--- config.mk ---
export PLATFORM = sky130hd
export DESIGN_NAME = rqc_engine
export DESIGN_NICKNAME = d
export VERILOG_FILES = /design/src/hdl/rqc_pkg.sv /design/src/hdl/rqc_engine.sv
export SDC_FILE = /design/constraint.sdc
export NUM_CORES = 1
export LEC_CHECK = 0
export BUFFER_PORTS_ARGS = -buffer_cell sky130_fd_sc_hd__clkbuf_2
export CAP_MARGIN = 20
export CORE_MARGIN = 8
export CORE_UTILIZATION = 55
export CTS_CLUSTER_DIAMETER = 120
export DETAILED_ROUTE_END_ITERATION = 10
export GPL_ROUTABILITY_DRIVEN = 0
export PLACE_DENSITY = 0.78
export SLEW_MARGIN = 15
export SYNTH_ARGS = -nofsm -noshare
export SYNTH_HDL_FRONTEND = slang
export SYNTH_SLANG_ARGS = --single-unit
--- constraint.sdc ---
create_clock -name aclk -period 7.5 [get_ports aclk]
set_input_delay 0 -clock aclk [delete_from_list [all_inputs] [get_ports aclk]]
set_output_delay 0 -clock aclk [all_outputs]
set_load 0.1 [all_outputs]
--- src/hdl/rqc_pkg.sv ---
`timescale 1ns / 1ps

package rqc_pkg;

    localparam int MEM_W    = 48;
    localparam int INSTR_W  = 48;
    localparam int DEPTH_W  = 16;
    localparam int TIME_W   = 32;
    localparam int AMOUNT_W = 48;
    localparam int OP_W     = 3;
    localparam int STATUS_W = 3;

    localparam int CFG_ADDR_W = 3;
    localparam int CFG_DATA_W = 48;

    // Stream widths; the data widths are padded to whole bytes
    localparam int S_TDATA_W = 48;
    localparam int S_TUSER_W = 3;
    localparam int M_TDATA_W = 152;

    // Configuration register indexes
    localparam logic [CFG_ADDR_W-1:0] CFG_MAX_SINGLE_ALLOC = 3'd0;
    localparam logic [CFG_ADDR_W-1:0] CFG_MAX_MEMORY_TOTAL = 3'd1;
    localparam logic [CFG_ADDR_W-1:0] CFG_MAX_INSTR_COUNT  = 3'd2;
    localparam logic [CFG_ADDR_W-1:0] CFG_MAX_FRAME_DEPTH  = 3'd3;
    localparam logic [CFG_ADDR_W-1:0] CFG_MAX_TIME_MS      = 3'd4;

    typedef enum logic [OP_W-1:0] {
        OP_ALLOC = 3'd0,
        OP_FREE  = 3'd1,
        OP_EXEC  = 3'd2,
        OP_PUSH  = 3'd3,
        OP_POP   = 3'd4,
        OP_TICK  = 3'd5,
        OP_CLEAR = 3'd6
    } rqc_op_t;

    typedef enum logic [STATUS_W-1:0] {
        ST_OK        = 3'd0,
        ST_ALLOC_BIG = 3'd1,
        ST_MEM_LIMIT = 3'd2,
        ST_INSTR_LIM = 3'd3,
        ST_STACK     = 3'd4
    } rqc_status_t;

    typedef struct packed {
        logic [MEM_W-1:0]   max_single_alloc;
        logic [MEM_W-1:0]   max_memory_total;
        logic [INSTR_W-1:0] max_instr_count;
        logic [DEPTH_W-1:0] max_frame_depth;
        logic [TIME_W-1:0]  max_time_ms;
    } rqc_cfg_t;

    typedef struct packed {
        logic [TIME_W-1:0]  elapsed_ms;
        logic [DEPTH_W-1:0] frame_depth;
        logic [INSTR_W-1:0] instructions_done;
        logic [MEM_W-1:0]   memory_in_use;
        logic               time_expired;
        rqc_status_t        status;
    } rqc_result_t;

endpackage

--- src/hdl/rqc_engine.sv ---
`timescale 1ns / 1ps

module rqc_engine (
    input  logic                         aclk,
    input  logic                         aresetn,
    input  logic                         fire,
    input  rqc_pkg::rqc_op_t             op,
    input  logic [rqc_pkg::AMOUNT_W-1:0] amount,
    input  rqc_pkg::rqc_cfg_t            cfg,
    output rqc_pkg::rqc_result_t         res
);
    import rqc_pkg::*;

    logic [MEM_W-1:0]   mem_reg,   mem_next;
    logic [INSTR_W-1:0] instr_reg, instr_next;
    logic [DEPTH_W-1:0] depth_reg, depth_next;
    logic [TIME_W-1:0]  ticks_reg, ticks_next;
    rqc_status_t        status;

    logic [MEM_W:0]   mem_sum;
    logic [INSTR_W:0] instr_sum;
    logic             alloc_big;

    // Form the exact sums one bit wider so that no limit check wraps
    assign mem_sum   = {1'b0, mem_reg} + {1'b0, amount};
    assign instr_sum = {1'b0, instr_reg} + {1'b0, amount};
    assign alloc_big = (cfg.max_single_alloc != '0) && (amount > cfg.max_single_alloc);

    // Apply one event to the counters
    always_comb begin
        mem_next   = mem_reg;
        instr_next = instr_reg;
        depth_next = depth_reg;
        ticks_next = ticks_reg;
        status     = ST_OK;
        case (op)
            OP_ALLOC: begin
                if (alloc_big) begin
                    status = ST_ALLOC_BIG;
                end else if (cfg.max_memory_total == '0) begin
                    mem_next = mem_sum[MEM_W] ? '1 : mem_sum[MEM_W-1:0];
                end else if (mem_sum > {1'b0, cfg.max_memory_total}) begin
                    status = ST_MEM_LIMIT;
                end else begin
                    mem_next = mem_sum[MEM_W-1:0];
                end
            end
            OP_FREE: begin
                mem_next = (amount > mem_reg) ? '0 : (mem_reg - amount);
            end
            OP_EXEC: begin
                if ((cfg.max_instr_count != '0) && (instr_sum > {1'b0, cfg.max_instr_count})) begin
                    status = ST_INSTR_LIM;
                end
                instr_next = instr_sum[INSTR_W] ? '1 : instr_sum[INSTR_W-1:0];
            end
            OP_PUSH: begin
                if ((cfg.max_frame_depth != '0) && (depth_reg >= cfg.max_frame_depth)) begin
                    status = ST_STACK;
                end else if (depth_reg != '1) begin
                    depth_next = depth_reg + 1'b1;
                end
            end
            OP_POP: begin
                if (depth_reg != '0) begin
                    depth_next = depth_reg - 1'b1;
                end
            end
            OP_TICK: begin
                if (ticks_reg != '1) begin
                    ticks_next = ticks_reg + 1'b1;
                end
            end
            OP_CLEAR: begin
                mem_next   = '0;
                instr_next = '0;
                depth_next = '0;
                ticks_next = '0;
            end
            default: begin
                status = ST_OK;
            end
        endcase
    end

    // Commit the counters when the event leaves the input register
    always_ff @(posedge aclk) begin
        if (!aresetn) begin
            mem_reg   <= '0;
            instr_reg <= '0;
            depth_reg <= '0;
            ticks_reg <= '0;
        end else if (fire) begin
            mem_reg   <= mem_next;
            instr_reg <= instr_next;
            depth_reg <= depth_next;
            ticks_reg <= ticks_next;
        end
    end

    // Report the counters as they stand after the event
    always_comb begin
        res.status            = status;
        res.time_expired      = (cfg.max_time_ms != '0) && (ticks_next >= cfg.max_time_ms);
        res.memory_in_use     = mem_next;
        res.instructions_done = instr_next;
        res.frame_depth       = depth_next;
        res.elapsed_ms        = ticks_next;
    end

endmodule

==> impl.org <==
** Worst hold path
- The worst hold path terminates at instr_reg[0].
- Hold Path Cell Cnt :: 4
- Hold Path Class :: in -> reg
- The startpoint identified for the worst hold timing path is amount[0].

** Synthesis
- Of all flip-flops after synthesis, the portion carrying an async set or reset was 0%.
- Dividing the synthesized area by the synthesized cell count gives 6.83 um^2.
- The synthesized design contains 0 enable-type register cells.
- Post-synth top area cell :: ha_1
- In this run the biggest area consumer among cell types represents 18.3% of the synthesized area.
- Synthesized cell area :: 23300 um^2
- Post-synthesis register bit count :: ~140
- Biggest area contributors in the synthesized netlist :: ha_1 (18%), dfxtp_1 (12%), o21ai_0 (6.6%)
- Library cells used by synthesis :: 95
- Count of warnings emitted by yosys :: 0
- After technology mapping, the gate count stands at 3414.
- Sequential-to-total area share from yosys stat :: about an eighth
- Most instantiated flip-flop cell in the synthesis netlist :: dfxtp_1
- Post-Syn Nets :: 4003

** Setup path
- Launch instance of the worst register-to-register path :: mem_reg[0]
- STA classifies the critical path endpoint as an output pin.
- Along the worst path, the maximum fanout reaches 27.
- In this run the register-to-register setup slack is 1.11 ns.
- The slowest stage of the critical path belongs to the cell clkbuf_2.
- Bufs and invs on worst path :: 3
- The signal on the critical path passes through ha_1 -> inv_1 -> fa_1 -> o21bai_1 -> o2111ai_1 -> a211oi_2 -> o221ai_2 -> o21bai_2 -> a31oi_1 -> mux2i_1 -> or2_2 -> ha_1 -> nand4_1 -> nor4_2 -> nand4_1 -> o311a_1 -> a21o_1 -> o21ai_1 -> and3_2 -> buf_4 -> a21oi_1 -> o21ai_0 -> clkbuf_2.
- Largest stage delay on the critical path :: 0.51 ns
- The worst register-to-register path ends at mem_reg[28].
- Delay-heaviest family, CP :: compound AO/OA/AOI/OAI gates
- STA puts the critical path data required time at 7.50 ns.
- Worst endpoint data arrival time :: 7.00 ns
- The setup path with the least slack is of type reg -> out.
- Kind of start point of the critical path :: flop
- Cells on worst reg2reg path :: 23

** Power and ir drop
- The design draws 3.48 mW.
- In this run the power density over the cells is 132 nW/um^2.
- Maximum resistive drop on vdd :: 0.000162 V
- In this run the static leakage power is 13.0 nW.

** Layout
- Cells fill 62.8% of the core in the end.
- In the final layout, the multi-input gates occupy around 19000 um^2.
- In the final layout, flip-flops and latches occupy 2880 um^2.
- The final layout contains 4285 nets.
- From synthesis to final layout, the design area changed by 12.8%.
- Fill cell count :: 3979
- Fraction of layout instances using a drive strength above 1 :: 14.1%
- Post-layout instance area :: between 20000 and 30000 um^2

** Routing
- The first detailed-routing pass ran for 8 iterations.
- Post-detailed-routing wire length :: ~90000 um
- Dividing the detail-routed wire length by the instance count gives 21.6 um.
- Count of nets left with antenna violations after detail routing :: 0
- Detailed Route Iter0 Violations :: 3407
- Using the TritonRoute via totals, the vias-per-cell ratio works out to 6.51.
- In the routed design, unresolved DRC markers number 0.
- Summing over every cut layer, the via total after detailed routing is approximately 28k.

** STA
- Headroom to the max-slew limit :: roughly 16%
- Transition time of the tightest slew-check pin :: 1.25 ns
- RSZ-0062 raised after global routing :: no
- The count of final max-slew check failures is 0.
- Crit path time final :: between 7 and 8 ns
- Setup violations remaining at the end of the flow were counted as 0.
- Fraction of the cycle the final worst path needs :: 93.4%
- Setup TNS :: 0 ns
- The count of final hold-check violations is 0.
- Clock skew on the completed layout was measured at 0.0107 ns.
- Static timing analysis puts the maximum clock frequency at 143 MHz.
- Final WS setup :: ~0.50 ns

** Placement
- Dpl cell area :: 25600 um^2
- OpenSTA, run right after detailed placement, puts the worst setup slack at 0.852 ns.
- HPWL after detailed placement :: 72500 um
- Input and output buffers added on the ports amount to 393.

** Run status
- The flow ran to the end, and the final reports show no timing, DRC or antenna violations.

** GRT
- Initial antenna violation count :: 5
- Wire length of the first global-routing pass :: around 140000 um
- Entering global routing, the biggest net connects 72 pins.
- Total congestion overflow after global routing :: 0
- The via count of the first global-routing pass is ~26k.
- Global routing used 35.3% of the available tracks across all layers.

** CTS
- Maximum clock insertion buffer count :: 2
- # Post-CTS Setup Buffers :: 0
- The tree is rooted in a clkbuf_16.
- Clock tree from TritonCTS :: built
- For the worst-skew pair, the clock arrives at the later sink with an insertion delay of 0.47 ns.
- Clk sinks :: between 100 and 150
- Clock transition at the registers of the reported paths :: 0.07 ns
- H-tree depth :: 4
- Number of buffers created by CTS :: 17

** Floorplan
- The floorplan step set the die height to 222 um.
- In this run the count of I/O pins placed on the die edge is a little under 400.
- The floorplan step defined a core boundary enclosing 41900 um^2.
- The die covers between 40000 and 50000 um^2.
- For this configuration, the core starts out at a cell density of a little under three fifths.
- Row Count :: 75
- Chip Width :: 222 um

** Run
- Maxcap violations :: 0
==> stage by stage <==
stage	std cells	hold slack, ns
after floorplan	3414	0.183
after global placement	4213	0.460
after detailed placement	4214	0.468
after CTS	4247	0.148
after global routing	4252	0.213
final	4253	0.171
==> Yosys cell counts, drive strengths merged (15+ instances only) <==
| cell type | n |
|---|---|
| o22ai | 15 |
| o211ai | 31 |
| o21bai | 29 |
| nand2b | 31 |
| ha | 340 |
| o31ai | 27 |
| a211oi | 41 |
| a2111oi | 17 |
| nor3 | 89 |
| dfxtp | 144 |
| o221ai | 22 |
| and3 | 32 |
| and2 | 23 |
| a31oi | 41 |
| xor2 | 34 |
| nand3 | 99 |
| a21oi | 265 |
| nand2 | 325 |
| clkbuf | 118 |
| or3 | 22 |
| o21a | 38 |
| a22oi | 24 |
| nor2b | 42 |
| or2 | 17 |
| mux2i | 15 |
| a21o | 117 |
| nor2 | 283 |
| nand4 | 83 |
| nor4 | 71 |
| inv | 332 |
| buf | 44 |
| o21ai | 316 |
| xnor2 | 90 |
==> cell usage in the layout, fill, tap and decap left out, types with 37 or more instances in the layout <==
master,synthesis,routed
a211oi_1,38,37
a21o_1,117,117
a21oi_1,264,264
a31oi_1,41,41
clkbuf_2,0,384
dfxtp_1,144,144
ha_1,340,339
inv_1,331,330
nand2_1,325,325
nand3_1,99,97
nand4_1,83,83
nor2_1,283,282
nor2b_1,42,42
nor3_1,88,88
nor4_1,69,68
o21a_1,38,38
o21ai_0,309,307
xnor2_1,90,90
==> what timing repair did <==
| item | CTS | global route |
|---|---|---|
| hold endpoints to repair | 1 | 0 |
| resized for setup | 0 | 11 |
| hold buffers | 1 | 0 |
| setup endpoints to repair | 0 | 42 |
==> cell type report <==
cell class | count | share of cell area [%]
diodes | 5 | 0.0476
clock buffers | 21 | 1.79
clock inverters | 11 | 0.490
inverters | 334 | 4.77
multi-input cells | 2774 | 70.7
flip-flops and latches | 144 | 11.0
well taps | 539 | 2.57
repair buffers | 425 | 8.70
==> tightest hold or removal path: cells and delay by family <==
family / cells / cell delay, ns
fa+ha+maj: 1 / 0.19
compound gates: 1 / 0.14
simple gates: 1 / 0.05
buf+inv: 1 / 0.23
==> kinds of logic after synthesis <==
kind of cell               synth area share [%]
adders and majority gates                  18.5
AOI/OAI and AO/OA                          31.2
and+or+nand+nor                            24.3
muxes                                     0.693
DFF                                        12.4
xor gates and xnor gates                   4.66
buffers and inverters                      8.22
==> routing by layer <==
metal	vias to the layer above	part of all wire [%]	routed length [um]	GRT usage (%)
li1	13000	-	-	-
met1	12600	40	36800	46.2
met2	1784	41	38000	52.3
met3	276	14	12500	10.8
met4	0	4.9	4500	17.0
met5	-	0	0	0
==> worst max-delay path by stage <==
stage                             start  endpoint  slack, ns  cells after the start
after global placement        amount[1]   res[27]       1.02                     25
after detailed placement      amount[1]   res[27]       0.85                     25
after global routing         mem_reg[0]   res[19]       0.13                     25
final                        mem_reg[0]   res[36]       0.50                     23
after CTS                    mem_reg[0]   res[27]       0.32                     24
after floorplan           ticks_reg[11]    res[3]      0.009                     17
==> report_power, final <==
part | leakage, nW | switching, mW | internal (mW) | total (mW)
Sequential | 1.17 | 0.0321 | 0.787 | 0.820
Clock | 0.278 | 0.401 | 0.518 | 0.919
Combinational | 11.5 | 1.23 | 0.509 | 1.74
Total | 13.0 | 1.67 | 1.81 | 3.48
(Power assumes the default switching activity.)
